===== src/rtl/bcmm_pkg.sv =====
// Package for the button chord and mode manager.
// Holds widths, event and register codes, and the types shared by the modules.
// Depends on nothing.
package bcmm_pkg;

  localparam int DEF_MAX_MASKS   = 8;
  localparam int DEF_BUTTON_BITS = 8;

  localparam int BTN_W      = 8;
  localparam int TIME_W     = 32;
  localparam int LP_W       = 31;
  localparam int MC_W       = 9;
  localparam int CNT_W      = 4;
  localparam int MW_W       = 16;
  localparam int NB_W       = 8;
  localparam int MASK_BYTE  = 8;
  localparam int CFG_DATA_W = 64;
  localparam int CFG_IDX_W  = 3;
  localparam int NUM_W      = MW_W + 1;

  localparam logic [LP_W-1:0] HOLD_LIMIT_RESET = LP_W'(1000);
  localparam logic [MC_W-1:0] MODE_COUNT_RESET = MC_W'(1);
  localparam logic [MW_W-1:0] MODE_VALUE_RESET = MW_W'(1);

  typedef enum logic [1:0] {
    EV_MODE   = 2'd0,
    EV_PRESS  = 2'd1,
    EV_HSTART = 2'd2,
    EV_HEND   = 2'd3
  } bcmm_kind_t;

  typedef enum logic [CFG_IDX_W-1:0] {
    REG_HOLD_LIMIT    = 3'd0,
    REG_MODE_COUNT    = 3'd1,
    REG_NORMAL_COUNT  = 3'd2,
    REG_NORMAL_MASKS  = 3'd3,
    REG_MODE_CNT      = 3'd4,
    REG_MODE_MASKS    = 3'd5,
    REG_MODIFIER_CNT  = 3'd6,
    REG_MODIFIER_MASK = 3'd7
  } bcmm_reg_t;

  typedef struct packed {
    bcmm_kind_t       kind;
    logic [MW_W-1:0]  mode_word;
    logic             modifier_held;
    logic             long_hold;
    logic [NB_W-1:0]  normal_bits;
    logic             hold_first;
    logic             hold_was_long;
  } bcmm_res_t;

  typedef struct packed {
    logic capture;
    logic phase1;
    logic phase2;
    logic div_start;
    logic mode_fin;
    logic emit;
    logic emit_sel;
    logic emit_last;
  } bcmm_cmd_t;

  typedef struct packed {
    logic [1:0] count;
    logic       fire;
    logic       mode_fire;
    logic       need_div;
    logic       div_done;
    logic       out_free;
  } bcmm_stat_t;

endpackage


===== src/rtl/bcmm_if.sv =====
// Stream interfaces for the button chord and mode manager.
// Depends on bcmm_pkg for the field widths.
interface bcmm_in_if import bcmm_pkg::*; ();
  logic              valid;
  logic              ready;
  logic [BTN_W-1:0]  button_states;
  logic [TIME_W-1:0] now_ms;

  modport source (output valid, output button_states, output now_ms, input ready);
  modport sink (input valid, input button_states, input now_ms, output ready);
endinterface

interface bcmm_out_if import bcmm_pkg::*; ();
  logic            valid;
  logic            ready;
  logic [1:0]      event_kind;
  logic [MW_W-1:0] mode_word;
  logic            modifier_held;
  logic            long_hold;
  logic [NB_W-1:0] normal_bits;
  logic            hold_first;
  logic            hold_was_long;
  logic            last;

  modport source (output valid, output event_kind, output mode_word, output modifier_held,
                  output long_hold, output normal_bits, output hold_first,
                  output hold_was_long, output last, input ready);
  modport sink (input valid, input event_kind, input mode_word, input modifier_held,
                input long_hold, input normal_bits, input hold_first,
                input hold_was_long, input last, output ready);
endinterface


===== src/rtl/button_chord_mode_manager.sv =====
// Button chord and mode manager, top level. Depends on bcmm_pkg, bcmm_if,
// bcmm_ctrl, bcmm_datapath and bcmm_rem.
// The first result is registered after the capture, phase one and phase two steps; a
// mode change adds the mode finish step, and the bit-serial remainder unit when it runs.
// A new input is taken only after the results are handed on. Synchronous reset restores
// the control, configuration and block state and output valid, but not the payload.
module button_chord_mode_manager import bcmm_pkg::*; #(
  parameter int MAX_MASKS   = DEF_MAX_MASKS,
  parameter int BUTTON_BITS = DEF_BUTTON_BITS
) (
  input  logic                  clk,
  input  logic                  rst,
  bcmm_in_if.sink               in_ch,
  bcmm_out_if.source            out_ch,
  input  logic                  cfg_write,
  input  logic [CFG_IDX_W-1:0]  cfg_index,
  input  logic [CFG_DATA_W-1:0] cfg_data
);
  // The controller accepts a beat only from its idle state. Each beat is
  // captured, then evaluated in two phases: the first applies the change of
  // buttons to the hold timer, the second checks release or timer expiry with
  // the updated timer and fires a press or a mode change. Results wait in two
  // slots and move one at a time into the output register, so a new beat can be
  // taken while the last result of the previous one still waits downstream.
  bcmm_cmd_t  cmd;
  bcmm_stat_t stat;
  bcmm_res_t  out_res;
  logic       out_valid;
  logic       out_last;

  bcmm_ctrl u_ctrl (
    .clk     (clk),
    .rst     (rst),
    .in_valid(in_ch.valid),
    .in_ready(in_ch.ready),
    .stat    (stat),
    .cmd     (cmd)
  );

  bcmm_datapath #(.MAX_MASKS(MAX_MASKS), .BUTTON_BITS(BUTTON_BITS)) u_dp (
    .clk          (clk),
    .rst          (rst),
    .cfg_write    (cfg_write),
    .cfg_index    (cfg_index),
    .cfg_data     (cfg_data),
    .button_states(in_ch.button_states),
    .now_ms       (in_ch.now_ms),
    .cmd          (cmd),
    .stat         (stat),
    .out_valid    (out_valid),
    .out_ready    (out_ch.ready),
    .out_res      (out_res),
    .out_last     (out_last)
  );

  // The output beat comes straight from the datapath's output register.
  assign out_ch.valid         = out_valid;
  assign out_ch.event_kind    = out_res.kind;
  assign out_ch.mode_word     = out_res.mode_word;
  assign out_ch.modifier_held = out_res.modifier_held;
  assign out_ch.long_hold     = out_res.long_hold;
  assign out_ch.normal_bits   = out_res.normal_bits;
  assign out_ch.hold_first    = out_res.hold_first;
  assign out_ch.hold_was_long = out_res.hold_was_long;
  assign out_ch.last          = out_last;
endmodule


===== src/rtl/bcmm_rem.sv =====
// Restoring remainder unit, one quotient bit per cycle.
// Depends on bcmm_pkg for the default widths NUM_W and MC_W; widths come from parameters.
module bcmm_rem import bcmm_pkg::*; #(
  parameter int N_W = NUM_W,
  parameter int D_W = MC_W
) (
  input  logic           clk,
  input  logic           rst,
  input  logic           start,
  input  logic [N_W-1:0] num,
  input  logic [D_W-1:0] den,
  output logic           done,
  output logic [D_W-1:0] rem
);
  localparam int C_W = $clog2(N_W + 1);

  logic           busy;
  logic [C_W-1:0] cnt;
  logic [N_W-1:0] num_r;
  logic [D_W-1:0] rem_r;
  logic [D_W:0]   trial;
  logic [D_W-1:0] rem_next;

  // The partial remainder stays below the divisor, so the trial fits one extra bit.
  always_comb begin
    trial = {rem_r, num_r[N_W-1]};
    if (trial >= {1'b0, den}) begin
      rem_next = D_W'(trial - {1'b0, den});
    end else begin
      rem_next = D_W'(trial);
    end
  end

  always_ff @(posedge clk) begin
    if (rst) begin
      busy <= 1'b0;
      done <= 1'b0;
    end else begin
      done <= 1'b0;
      if (start) begin
        busy <= 1'b1;
      end else if (busy && cnt == C_W'(1)) begin
        busy <= 1'b0;
        done <= 1'b1;
      end
    end
  end

  always_ff @(posedge clk) begin
    if (start) begin
      cnt   <= C_W'(N_W);
      num_r <= num;
      rem_r <= '0;
    end else if (busy) begin
      cnt   <= cnt - C_W'(1);
      num_r <= num_r << 1;
      rem_r <= rem_next;
    end
  end

  assign rem = rem_r;
endmodule


===== src/rtl/bcmm_datapath.sv =====
// Datapath: configuration registers, button and timer state, result slots,
// the mode remainder unit and the output register. Depends on bcmm_pkg and bcmm_rem.
module bcmm_datapath import bcmm_pkg::*; #(
  parameter int MAX_MASKS   = DEF_MAX_MASKS,
  parameter int BUTTON_BITS = DEF_BUTTON_BITS
) (
  input  logic                  clk,
  input  logic                  rst,
  input  logic                  cfg_write,
  input  logic [CFG_IDX_W-1:0]  cfg_index,
  input  logic [CFG_DATA_W-1:0] cfg_data,
  input  logic [BTN_W-1:0]      button_states,
  input  logic [TIME_W-1:0]     now_ms,
  input  bcmm_cmd_t             cmd,
  output bcmm_stat_t            stat,
  output logic                  out_valid,
  input  logic                  out_ready,
  output bcmm_res_t             out_res,
  output logic                  out_last
);
  // Configuration.
  logic [LP_W-1:0]       hold_limit_ms;
  logic [MC_W-1:0]       mode_count;
  logic [CNT_W-1:0]      normal_cnt, mode_cnt, modifier_cnt;
  logic [CFG_DATA_W-1:0] normal_masks, mode_masks, modifier_masks;

  // Block state.
  logic [BUTTON_BITS-1:0] cur, acc;
  logic [MW_W-1:0]        mode_value;
  logic                   running;
  logic [TIME_W-1:0]      start_ms;
  logic                   done_flag;
  logic [1:0]             count;

  // Per-item payload.
  logic [BUTTON_BITS-1:0] nb_q;
  logic [TIME_W-1:0]      now_q;
  logic                   rel_q;
  logic                   mode_slot;
  bcmm_res_t              slots [2];

  function automatic logic [MAX_MASKS-1:0] grp(input logic [BUTTON_BITS-1:0] s,
                                               input logic [CNT_W-1:0] cnt,
                                               input logic [CFG_DATA_W-1:0] masks);
    logic [MAX_MASKS-1:0] r;
    r = '0;
    for (int i = 0; i < MAX_MASKS; i++) begin
      if (i < int'(cnt) && (s & masks[MASK_BYTE*i +: BUTTON_BITS]) != '0) begin
        r[i] = 1'b1;
      end
    end
    return r;
  endfunction

  // Phase one terms.
  logic [BUTTON_BITS-1:0] added, removed, acc_n;
  logic                   start_c, stop_c;

  assign added   = ~cur & nb_q;
  assign removed = cur & ~nb_q;
  assign acc_n   = acc | nb_q;
  assign start_c = (grp(added, normal_cnt, normal_masks) != '0) ||
                   (grp(added, modifier_cnt, modifier_masks) != '0);
  assign stop_c  = grp(acc_n, mode_cnt, mode_masks) != '0;

  // Phase two and mode terms, all from the state left by phase one.
  logic                 expired;
  logic [MAX_MASKS-1:0] g_mode, g_norm, g_modf;
  logic [CNT_W-1:0]     type_w;
  logic [MW_W-1:0]      type_mask, old_type, old_num;
  logic                 need_div;
  logic [CNT_W-1:0]     low_idx;
  logic [MC_W-1:0]      rem, new_num;
  logic [MW_W-1:0]      new_word;
  logic                 div_done;

  assign expired   = running && ((now_q - start_ms) > {1'b0, hold_limit_ms});
  assign g_mode    = grp(acc, mode_cnt, mode_masks);
  assign g_norm    = grp(acc, normal_cnt, normal_masks);
  assign g_modf    = grp(acc, modifier_cnt, modifier_masks);
  assign type_w    = (mode_cnt > CNT_W'(MAX_MASKS)) ? CNT_W'(MAX_MASKS) : mode_cnt;
  assign type_mask = (MW_W'(1) << type_w) - MW_W'(1);
  assign old_type  = mode_value & type_mask;
  assign old_num   = mode_value >> type_w;
  assign need_div  = (g_norm == '0) && (MW_W'(g_mode) == old_type) && (mode_count != '0);

  always_comb begin
    low_idx = '0;
    for (int i = MAX_MASKS - 1; i >= 0; i--) begin
      if (g_norm[i]) begin
        low_idx = CNT_W'(i);
      end
    end
  end

  always_comb begin
    if (g_norm != '0) begin
      new_num = MC_W'(low_idx);
    end else if (need_div) begin
      new_num = rem;
    end else begin
      new_num = '0;
    end
  end

  assign new_word = (MW_W'(new_num) << type_w) | MW_W'(g_mode);

  bcmm_rem #(.N_W(NUM_W), .D_W(MC_W)) u_rem (
    .clk  (clk),
    .rst  (rst),
    .start(cmd.div_start),
    .num  (NUM_W'(old_num) + NUM_W'(1)),
    .den  (mode_count),
    .done (div_done),
    .rem  (rem)
  );

  always_comb begin
    stat.count     = count;
    stat.fire      = !done_flag && (rel_q || expired);
    stat.mode_fire = g_mode != '0;
    stat.need_div  = need_div;
    stat.div_done  = div_done;
    stat.out_free  = !out_valid || out_ready;
  end

  // Results of each phase, built whole before they land in a slot.
  bcmm_res_t p1_res, fire_res, hend_res;

  always_comb begin
    p1_res            = '0;
    p1_res.kind       = start_c ? EV_HSTART : EV_HEND;
    p1_res.hold_first = start_c && !running;

    fire_res      = '0;
    fire_res.kind = stat.mode_fire ? EV_MODE : EV_PRESS;
    if (!stat.mode_fire) begin
      fire_res.mode_word     = mode_value;
      fire_res.modifier_held = g_modf != '0;
      fire_res.long_hold     = expired;
      fire_res.normal_bits   = NB_W'(g_norm);
    end

    hend_res               = '0;
    hend_res.kind          = EV_HEND;
    hend_res.hold_was_long = expired;
  end

  always_ff @(posedge clk) begin
    if (rst) begin
      hold_limit_ms  <= HOLD_LIMIT_RESET;
      mode_count     <= MODE_COUNT_RESET;
      normal_cnt     <= '0;
      mode_cnt       <= '0;
      modifier_cnt   <= '0;
      normal_masks   <= '0;
      mode_masks     <= '0;
      modifier_masks <= '0;
      cur            <= '0;
      acc            <= '0;
      mode_value     <= MODE_VALUE_RESET;
      running        <= 1'b0;
      start_ms       <= '0;
      done_flag      <= 1'b0;
      count          <= '0;
      out_valid      <= 1'b0;
    end else begin
      if (cfg_write) begin
        unique case (bcmm_reg_t'(cfg_index))
          REG_HOLD_LIMIT:    hold_limit_ms  <= cfg_data[LP_W-1:0];
          REG_MODE_COUNT:    mode_count     <= cfg_data[MC_W-1:0];
          REG_NORMAL_COUNT:  normal_cnt     <= cfg_data[CNT_W-1:0];
          REG_NORMAL_MASKS:  normal_masks   <= cfg_data;
          REG_MODE_CNT:      mode_cnt       <= cfg_data[CNT_W-1:0];
          REG_MODE_MASKS:    mode_masks     <= cfg_data;
          REG_MODIFIER_CNT:  modifier_cnt   <= cfg_data[CNT_W-1:0];
          REG_MODIFIER_MASK: modifier_masks <= cfg_data;
          default: ;
        endcase
      end

      if (cmd.phase1) begin
        cur <= nb_q;
        acc <= acc_n;
        if (start_c) begin
          running  <= 1'b1;
          start_ms <= now_q;
          count    <= 2'd1;
        end else if (stop_c) begin
          running <= 1'b0;
          count   <= running ? 2'd1 : 2'd0;
        end else begin
          count <= 2'd0;
        end
      end

      if (cmd.phase2) begin
        if (stat.fire) begin
          running   <= 1'b0;
          done_flag <= 1'b1;
          count     <= count + 2'd1 + {1'b0, running};
        end else if (done_flag && cur == '0) begin
          done_flag <= 1'b0;
          acc       <= '0;
        end
      end

      if (cmd.mode_fin) begin
        mode_value <= new_word;
      end

      if (cmd.emit) begin
        out_valid <= 1'b1;
      end else if (out_ready) begin
        out_valid <= 1'b0;
      end
    end
  end

  // Payload registers; the result slots are written in the order the events occur.
  always_ff @(posedge clk) begin
    if (cmd.capture) begin
      nb_q  <= button_states[BUTTON_BITS-1:0];
      now_q <= now_ms;
    end

    if (cmd.phase1) begin
      rel_q    <= (nb_q == '0) && (removed != '0);
      slots[0] <= p1_res;
    end

    if (cmd.phase2 && stat.fire) begin
      mode_slot       <= count[0];
      slots[count[0]] <= fire_res;
      if (running) begin
        slots[~count[0]] <= hend_res;
      end
    end

    if (cmd.mode_fin) begin
      slots[mode_slot].mode_word <= new_word;
    end

    if (cmd.emit) begin
      out_res  <= slots[cmd.emit_sel];
      out_last <= cmd.emit_last;
    end
  end
endmodule


===== src/rtl/bcmm_ctrl.sv =====
// Controller state machine: sequences capture, the two evaluation phases,
// the mode remainder and the hand-off of results. Depends on bcmm_pkg.
module bcmm_ctrl import bcmm_pkg::*; (
  input  logic       clk,
  input  logic       rst,
  input  logic       in_valid,
  output logic       in_ready,
  input  bcmm_stat_t stat,
  output bcmm_cmd_t  cmd
);
  typedef enum logic [2:0] {
    S_IDLE, S_PH1, S_PH2, S_DIV, S_MFIN, S_EMIT0, S_EMIT1
  } state_t;

  state_t state;

  always_comb begin
    cmd      = '0;
    in_ready = 1'b0;
    unique case (state)
      S_IDLE: begin
        in_ready    = 1'b1;
        cmd.capture = in_valid;
      end
      S_PH1: cmd.phase1 = 1'b1;
      S_PH2: begin
        cmd.phase2    = 1'b1;
        cmd.div_start = stat.fire && stat.mode_fire && stat.need_div;
      end
      S_DIV: ;
      S_MFIN: cmd.mode_fin = 1'b1;
      S_EMIT0: begin
        cmd.emit      = stat.out_free && stat.count != 2'd0;
        cmd.emit_sel  = 1'b0;
        cmd.emit_last = stat.count == 2'd1;
      end
      S_EMIT1: begin
        cmd.emit      = stat.out_free;
        cmd.emit_sel  = 1'b1;
        cmd.emit_last = 1'b1;
      end
      default: ;
    endcase
  end

  always_ff @(posedge clk) begin
    if (rst) begin
      state <= S_IDLE;
    end else begin
      unique case (state)
        S_IDLE: begin
          if (in_valid) state <= S_PH1;
        end
        S_PH1: state <= S_PH2;
        S_PH2: begin
          if (stat.fire && stat.mode_fire) begin
            state <= stat.need_div ? S_DIV : S_MFIN;
          end else begin
            state <= S_EMIT0;
          end
        end
        S_DIV: begin
          if (stat.div_done) state <= S_MFIN;
        end
        S_MFIN: state <= S_EMIT0;
        S_EMIT0: begin
          if (stat.count == 2'd0) begin
            state <= S_IDLE;
          end else if (stat.out_free) begin
            state <= (stat.count == 2'd1) ? S_IDLE : S_EMIT1;
          end
        end
        S_EMIT1: begin
          if (stat.out_free) state <= S_IDLE;
        end
        default: state <= S_IDLE;
      endcase
    end
  end
endmodule


===== src/flat_wrapper.sv =====
// flat-port wrapper written by rule: the top's interface ports become plain ports
module button_chord_mode_manager_flat import bcmm_pkg::*;
#(
  parameter int MAX_MASKS   = DEF_MAX_MASKS,
  parameter int BUTTON_BITS = DEF_BUTTON_BITS
)
  (clk, rst, cfg_write, cfg_index, cfg_data, in_ch_valid, in_ch_button_states, in_ch_now_ms, in_ch_ready, out_ch_valid, out_ch_event_kind, out_ch_mode_word, out_ch_modifier_held, out_ch_long_hold, out_ch_normal_bits, out_ch_hold_first, out_ch_hold_was_long, out_ch_last, out_ch_ready);
  bcmm_in_if in_ch_i ();
  bcmm_out_if out_ch_i ();
  input  logic clk;
  input  logic rst;
  input  logic cfg_write;
  input  logic [CFG_IDX_W-1:0] cfg_index;
  input  logic [CFG_DATA_W-1:0] cfg_data;
  input wire logic [$bits(in_ch_i.valid)-1:0] in_ch_valid;
  input wire logic [$bits(in_ch_i.button_states)-1:0] in_ch_button_states;
  input wire logic [$bits(in_ch_i.now_ms)-1:0] in_ch_now_ms;
  output wire logic [$bits(in_ch_i.ready)-1:0] in_ch_ready;
  output wire logic [$bits(out_ch_i.valid)-1:0] out_ch_valid;
  output wire logic [$bits(out_ch_i.event_kind)-1:0] out_ch_event_kind;
  output wire logic [$bits(out_ch_i.mode_word)-1:0] out_ch_mode_word;
  output wire logic [$bits(out_ch_i.modifier_held)-1:0] out_ch_modifier_held;
  output wire logic [$bits(out_ch_i.long_hold)-1:0] out_ch_long_hold;
  output wire logic [$bits(out_ch_i.normal_bits)-1:0] out_ch_normal_bits;
  output wire logic [$bits(out_ch_i.hold_first)-1:0] out_ch_hold_first;
  output wire logic [$bits(out_ch_i.hold_was_long)-1:0] out_ch_hold_was_long;
  output wire logic [$bits(out_ch_i.last)-1:0] out_ch_last;
  input wire logic [$bits(out_ch_i.ready)-1:0] out_ch_ready;
  assign in_ch_i.valid = in_ch_valid;
  assign in_ch_i.button_states = in_ch_button_states;
  assign in_ch_i.now_ms = in_ch_now_ms;
  assign in_ch_ready = in_ch_i.ready;
  assign out_ch_valid = out_ch_i.valid;
  assign out_ch_event_kind = out_ch_i.event_kind;
  assign out_ch_mode_word = out_ch_i.mode_word;
  assign out_ch_modifier_held = out_ch_i.modifier_held;
  assign out_ch_long_hold = out_ch_i.long_hold;
  assign out_ch_normal_bits = out_ch_i.normal_bits;
  assign out_ch_hold_first = out_ch_i.hold_first;
  assign out_ch_hold_was_long = out_ch_i.hold_was_long;
  assign out_ch_last = out_ch_i.last;
  assign out_ch_i.ready = out_ch_ready;
  button_chord_mode_manager #(.MAX_MASKS(MAX_MASKS), .BUTTON_BITS(BUTTON_BITS)) u_core (.clk(clk), .rst(rst), .in_ch(in_ch_i), .out_ch(out_ch_i), .cfg_write(cfg_write), .cfg_index(cfg_index), .cfg_data(cfg_data));
endmodule

===== config.mk =====
export PLATFORM = sky130hd
export DESIGN_NAME = button_chord_mode_manager_flat
export DESIGN_NICKNAME = d
export VERILOG_FILES = /design/src/rtl/bcmm_pkg.sv /design/src/rtl/bcmm_if.sv /design/src/rtl/button_chord_mode_manager.sv /design/src/rtl/bcmm_rem.sv /design/src/rtl/bcmm_datapath.sv /design/src/rtl/bcmm_ctrl.sv /design/src/flat_wrapper.sv
export SDC_FILE = /design/constraint.sdc
export NUM_CORES = 1
export LEC_CHECK = 0
export ABC_AREA = 1
export BUFFER_PORTS_ARGS = -buffer_cell sky130_fd_sc_hd__buf_2
export CAP_MARGIN = 20
export CORE_AREA = 2 2 227 229
export DETAILED_ROUTE_END_ITERATION = 16
export DIE_AREA = 0 0 229 231
export PLACE_DENSITY = 0.67
export SYNTH_ARGS = -nofsm -noshare
export SYNTH_HDL_FRONTEND = slang
export SYNTH_SLANG_ARGS = --single-unit

===== constraint.sdc =====
create_clock -name clk -period 6.25 [get_ports clk]
set_input_delay 0.3125 -clock clk [delete_from_list [all_inputs] [get_ports clk]]
set_output_delay 0.3125 -clock clk [all_outputs]
set_load 0.02 [all_outputs]

# Word-level counts from Yosys, hierarchy flattened
# Memories as Yosys holds them, arrays and structs flattened. A register that Yosys moved wholly into a read port is not among the register bits.
# Cells that the tools add are included.
# W data, S select, Z words.
dict set report op_classes {
  addsub 7
  order_cmp 27
  eq_ne 20
  shifts 3
  mux 117
  bitwise_logic 56
  n_reduce_logical 147
}
# op n
set op_table {}
lappend op_table {{$reduce_bool A8 Y1} 55}
lappend op_table {{$and A8 B8 Y8} 50}
lappend op_table {{$mux W1} 81}
lappend op_table {{$logic_and A1 B1 Y1} 60}
lappend op_table {{$mux W30} 2}
lappend op_table {{$reduce_or A30 Y1} 2}
lappend op_table {{$lt A3 B4 Y1 const A} 12}
lappend op_table {{$mux W17} 2}
lappend op_table {{$gt A32 B31 Y1} 1}
lappend op_table {{$mux W4} 8}
lappend op_table {{$mux W8} 4}
lappend op_table {{$sub A32 B32 Y32} 1}
lappend op_table {{$mux W3} 9}
lappend op_table {{$mux W9} 3}
lappend op_table {{$mux W26} 1}
lappend op_table {{$logic_not A8 Y1} 3}
lappend op_table {{$lt A1 B4 Y1 const A} 6}
lappend op_table {{$lt A2 B4 Y1 const A} 6}
lappend op_table {{$eq A3 B3 Y1 const B} 7}
lappend op_table {{$pmux W3 S7} 1}
lappend op_table {{$reduce_and A2 Y1} 10}
lappend op_table {{$add A16 B1 Y17 const B} 1}
lappend op_table {{$and A16 B16 Y16} 1}
lappend op_table {{$eq A8 B16 Y1} 1}
lappend op_table {{other kinds (30)} 50}
dict set report totals {
  reg_bits 392
  ram_bits 60
  inputBits 112
  out_inout_bits 33
  elab_cells 405
  memories 1
}
# name depth word_bits rd rd_clocked_by_memory_dff write_ports line
set mem_list {}
lappend mem_list {u_core.u_dp.slots 2 30 1 1 2 bcmm_datapath.sv:40} ;# bcmm_res_t slots [2];

# Depth between registers and ports, before layout
dict set report depth {
  ltp_word 16
  depth_mapped 40
  mapped_depth_nobuf 39
}

# Modules after synthesis
# From an unflattened synthesis, not the netlist that was laid out.
dict set report hier_totals {
  cells_unflattened 3447
  area_unflattened_um2 25171.6
}
# module n_inst cells_per_inst area_per_inst_um2
set modules_own_cells {}
lappend modules_own_cells {bcmm_datapath 1 3123 22838.2}
lappend modules_own_cells {bcmm_rem 1 260 1928.1}
lappend modules_own_cells {bcmm_ctrl 1 64 405.4}

# Worst setup path before layout
# No wires, ideal clock.
dict set report synth_path {
  kind {reg-to-reg}
  start {reg u_core.u_dp.now_q[0]}
  end {reg u_core.u_dp.u_rem.num_r[0], enable pin}
  arrival_time_ns 4.771
  required_ns 5.873
  slack_ns 1.102
  stages_incl_launch_ff 37
  n_path_buf 1
  path_cell_list {edfxtp_1 -> inv_1 -> ha_1 -> inv_1 -> fa_1 -> nand3_1 -> nand2_1 -> nand2_1 -> nand2_1 -> a21boi_0 -> o21ai_1 -> a21oi_1 -> o21ai_1 -> a21oi_1 -> o21ai_1 -> a21oi_1 -> o21ai_1 -> nand2_1 -> nand2_1 -> ha_1 -> inv_1 -> nor3_1 -> nand2_1 -> nand2_1 -> nand2_1 -> nand2_1 -> nand2_1 -> nand2_1 -> nand2_1 -> nand2_1 -> nand2_2 -> nand2_4 -> nand2_1 -> nor2_2 -> nand3_2 -> buf_6 -> nand2_1}
}
dict set report synth_between {
  elab_chain_cells 9
}
# element line
set synth_rtl {}
lappend synth_rtl {{from (decl)} bcmm_datapath.sv:37} ;# logic [TIME_W-1:0] now_q;
lappend synth_rtl {{from (signal assigned)} bcmm_datapath.sv:224} ;# now_q <= now_ms;
lappend synth_rtl {{$sub A32 B32 Y32} bcmm_datapath.sv:77} ;# assign expired = running && ((now_q - start_ms) > {1'b0, hold_limit_ms});
lappend synth_rtl {{$gt A32 B31 Y1} bcmm_datapath.sv:77}
lappend synth_rtl {{$logic_and A1 B1 Y1} bcmm_datapath.sv:77}
lappend synth_rtl {{$logic_or A1 B1 Y1} bcmm_datapath.sv:120} ;# stat.fire = !done_flag && (rel_q || expired);
lappend synth_rtl {{$logic_and A1 B1 Y1} bcmm_datapath.sv:120}
lappend synth_rtl {{$logic_and A1 B1 Y1 (2 in a row)} bcmm_ctrl.sv:28} ;# cmd.div_start = stat.fire && stat.mode_fire && stat.need_div;
lappend synth_rtl {{$mux W2} bcmm_ctrl.sv:20} ;# unique case (state)
lappend synth_rtl {{$reduce_bool A2 Y1 (no line)} -}
lappend synth_rtl {{to (signal assigned)} bcmm_rem.sv:52} ;# num_r <= num;
lappend synth_rtl {{to (signal assigned)} bcmm_rem.sv:56} ;# num_r <= num_r << 1;
lappend synth_rtl {{to (decl)} bcmm_rem.sv:19} ;# logic [N_W-1:0] num_r;
# No other way between the ends.
# A chain may end at the register's enable or synchronous reset.

==> results.py <==
metrics = {
    "worst_setup_path": {
        "cp_common_cell": "nand2_1",
        "start_kind": "flip-flop",
        "cp.arrival_ns": 5.91,
        "cp_max_fo": 13,
        "worstSetupEndpointType": "flip-flop",
        "reg2reg_from": "u_core.u_dp.now_q[0]",
        "required_ns": 6.57,
        "reg2regPathDepth": 37,
        "crit_path_top_delay_cell": "fa_1",
        "timing.rr.end": "u_core.u_dp.slots[0][0]",
        "criticalPathCategory": "reg2reg",
        "reg2reg_slack_ns": 0.66,
        "cp-startpoint": "u_core.u_dp.now_q[0]",
        "slowest_delay_ns": 0.41,
    },
    "drt": {
        "viasPerCell": 5.57,
        "wl_per_cell_um": 18.5,
        "drt_iter0_drc": 2503,
        "drcViolationCount": 0,
        "wl_um": 79400,
        "vias": 23900,
        "drt_first_pass_iters": 6,
        "ant_nets": 0,
    },
    "logic_synthesis": {
        "synth_warnings": 0,
        "synth_flop_cell": "dfxtp_1",
        "synth-seq-cells": 482,
        "synth.largest_area_cell": "dfxtp_1",
        "mappedNetlistArea_mm2": 0.0250,
        "ys_async_sr_fraction": 0,
        "syn-num-nets": 3635,
        "syn_inst": 3445,
        "synth_top_area_share": 0.313,
        "synth.distinct_cells": 63,
        "synth_edf_count": 92,
        "yosys-top-cells-area": "dfxtp_1, nand2_1, edfxtp_1, o21ai_0, nor2_1",
        "synth-seq-area-share": 0.423,
        "avgSynthCellArea_um2": 7.25,
    },
    "timing": {
        "max_freq_mhz": 179,
        "worst_hold_slack_ns": 0.0161,
        "finalHoldViolations": 0,
        "slew_viol_final": 0,
        "fin_skew_ns": 0.0246,
        "rsz0062_at_grt": "false",
        "finalCritPeriodShare": 0.895,
        "period_needed_ns": 5.59,
        "worst_slack_ns": 0.657,
        "tns_ns": 0,
        "max_slew.worst_pin.slew_ns": 1.27,
        "setup_violations": 0,
        "max_slew_margin": 0.155,
    },
    "pwr": {
        "p_per_area_mw_per_mm2": 348,
        "p_leak_uw": 0.0124,
        "ir_drop_v": 0.000242,
        "power_uw": 9870,
    },
    "placement": {
        "place_congestion": 0.956,
        "place_ws_ns": 0.266,
        "port_buffers": 144,
        "hpwl_um": 53700,
    },
    "grt": {
        "grt_use_total": 0.292,
        "grt-busiest-layer": "met2",
        "grt_pass1_wl_um": 122000,
        "met1_usage": 0.394,
        "grt_overflow": 0,
        "grt_max_degree": 125,
        "grtUsageMet3": 0.0579,
        "grt_pass1_vias": 21800,
        "use_met2": 0.457,
        "antenna_found_initial": 2,
    },
    "hold_path": {
        "hold-path-cell-count": 3,
        "hold_class": "in2reg",
        "min_to": "u_core.u_dp.modifier_masks[59]",
        "min_from": "cfg_data[59]",
    },
    "cells_and_area": {
        "final.fill_count": 4912,
        "fin_nets": 3760,
        "final_common_cell": "nand2_1",
        "final_util": 0.560,
        "antenna_cells": 0,
        "syn_to_final_growth_pct": 13.6,
        "mostFrequentLayoutCells": "nand2_1, nor2_1, dfxtp_1",
        "drive_above_1_share": 0.0999,
    },
    "clock_network": {
        "clockRootBuffer": "clkbuf_16",
        "clockBufferDepth": 3,
        "cts_made_buffers": 52,
        "cts_tree": "done",
        "ctsHtreeMaxLevel": 2,
        "worstSkewPairLatency_ns": 0.61,
        "clk_pin_slew_ns": 0.06,
        "clock_sinks": 482,
    },
    "floorplanning": {
        "die_area_mm2": 0.0529,
        "ioPinCount": 145,
        "die_w_um": 229,
        "row_count": 83,
        "fp.coreArea_mm2": 0.0507,
        "fp.dieH_um": 231,
        "initial_core_util": 0.493,
    },
    "status": {
        "status": "complete, no violations",
    },
    "flow_run": {
        "maxCapViolCount": 0,
    },
}
==> cell usage after synthesis, drive strengths merged (8+ instances only) <==
master     n
o22ai     46
xor2      37
o31ai      8
nor2     488
edfxtp    92
inv      343
nand2    774
clkbuf   108
nand4     36
a221oi    30
a22oi      8
buf       58
a22o      10
o211ai    14
o21ai    410
a211oi     8
dfxtp    390
ha        76
nand3    134
a21oi    261
a31oi      8
o2111ai   10
nor3      38
xnor2     14
o21a       8
==> critical path: cells and delay by family, from the launching register on <==
family | cells | cell delay (ns)
flip-flops | 1 | 0.36
AO/OA/AOI/OAI | 6 | 1.17
XOR/XNOR | 1 | 0.17
adder cells (fa/ha/maj) | 3 | 0.84
buffers and inverters | 4 | 0.62
AND/OR/NAND/NOR | 23 | 2.14
==> worst max path at each step <==
stage | endpoint | slack [ns] | depth (start not counted)
floorplan | u_core.u_dp.u_rem.num_r[0] | 1.10 | 36
global placement | u_core.u_dp.slots[0][17] | 0.45 | 38
detailed placement | u_core.u_dp.slots[0][0] | 0.27 | 36
CTS | u_core.u_dp.slots[0][0] | 0.19 | 36
global route | u_core.u_dp.u_rem.num_r[16] | 0.04 | 38
finish | u_core.u_dp.slots[0][0] | 0.66 | 37
==> where the power goes <==
part	switching [uW]	internal, uW
registers	267	3600
logic	1940	964
clock network	1300	1800
==> through the flow <==
| stage | instance area [um^2] | instances |
|---|---|---|
| 2_1_floorplan | 25000 | 3445 |
| 6_report | 28400 | 4292 |
| 4_1_cts | 28300 | 4287 |
| 3_3_place_gp | 26000 | 4136 |
| 3_5_place_dp | 26000 | 4136 |
| 5_1_grt | 28400 | 4292 |
==> sequential cells by signal, summed over array words and instances (netlist names), 9 cells and up <==
register                    cells
u_core.u_dp.slots              60
u_core.u_dp.u_rem.num_r        17
u_core.u_dp.out_res            30
u_core.u_dp.normal_masks       64
u_core.u_dp.modifier_masks     64
u_core.u_dp.mode_masks         64
u_core.u_dp.hold_limit_ms      31
u_core.u_dp.start_ms           32
u_core.u_dp.u_rem.rem           9
u_core.u_dp.now_q              32
u_core.u_dp.mode_count          9
u_core.u_dp.mode_value         16
==> area by class of cell <==
type,instances,area (um^2),share of cell area
repair inverters,2,15.0,0.000529
inverters,344,1320,0.0464
clock buffers,77,1550,0.0547
well taps,680,851,0.0300
clock inverters,19,168,0.00591
flip-flops and latches,482,10600,0.373
multi-input cells,2453,12300,0.435
repair buffers,235,1550,0.0548
==> cell families after synthesis <==
| family | count (synthesis) | synth area share |
|---|---|---|
| simple gates | 1483 | 0.246 |
| compound gates | 840 | 0.187 |
| buf+inv | 510 | 0.0852 |
| flops | 482 | 0.423 |
| fa+ha+maj | 78 | 0.0397 |
| xor+xnor | 51 | 0.0179 |
| mux | 1 | 0.000401 |
==> routing by layer <==
metal  part of all wire  wire, um
met1               0.42     33700
met4              0.044      3520
met3              0.094      7450
met2               0.44     34700
met5            0.00011         9
==> timing repair <==
action | 4_1_cts | 5_1_grt
setup endpoints to repair | 0 | 99
buffers inserted | 0 | 3
hold buffers | 55 | 0
resized for setup | 0 | 8
endpoints found under the hold margin | 66 | 0
Note: power is estimated with default switching activity, not from simulation.
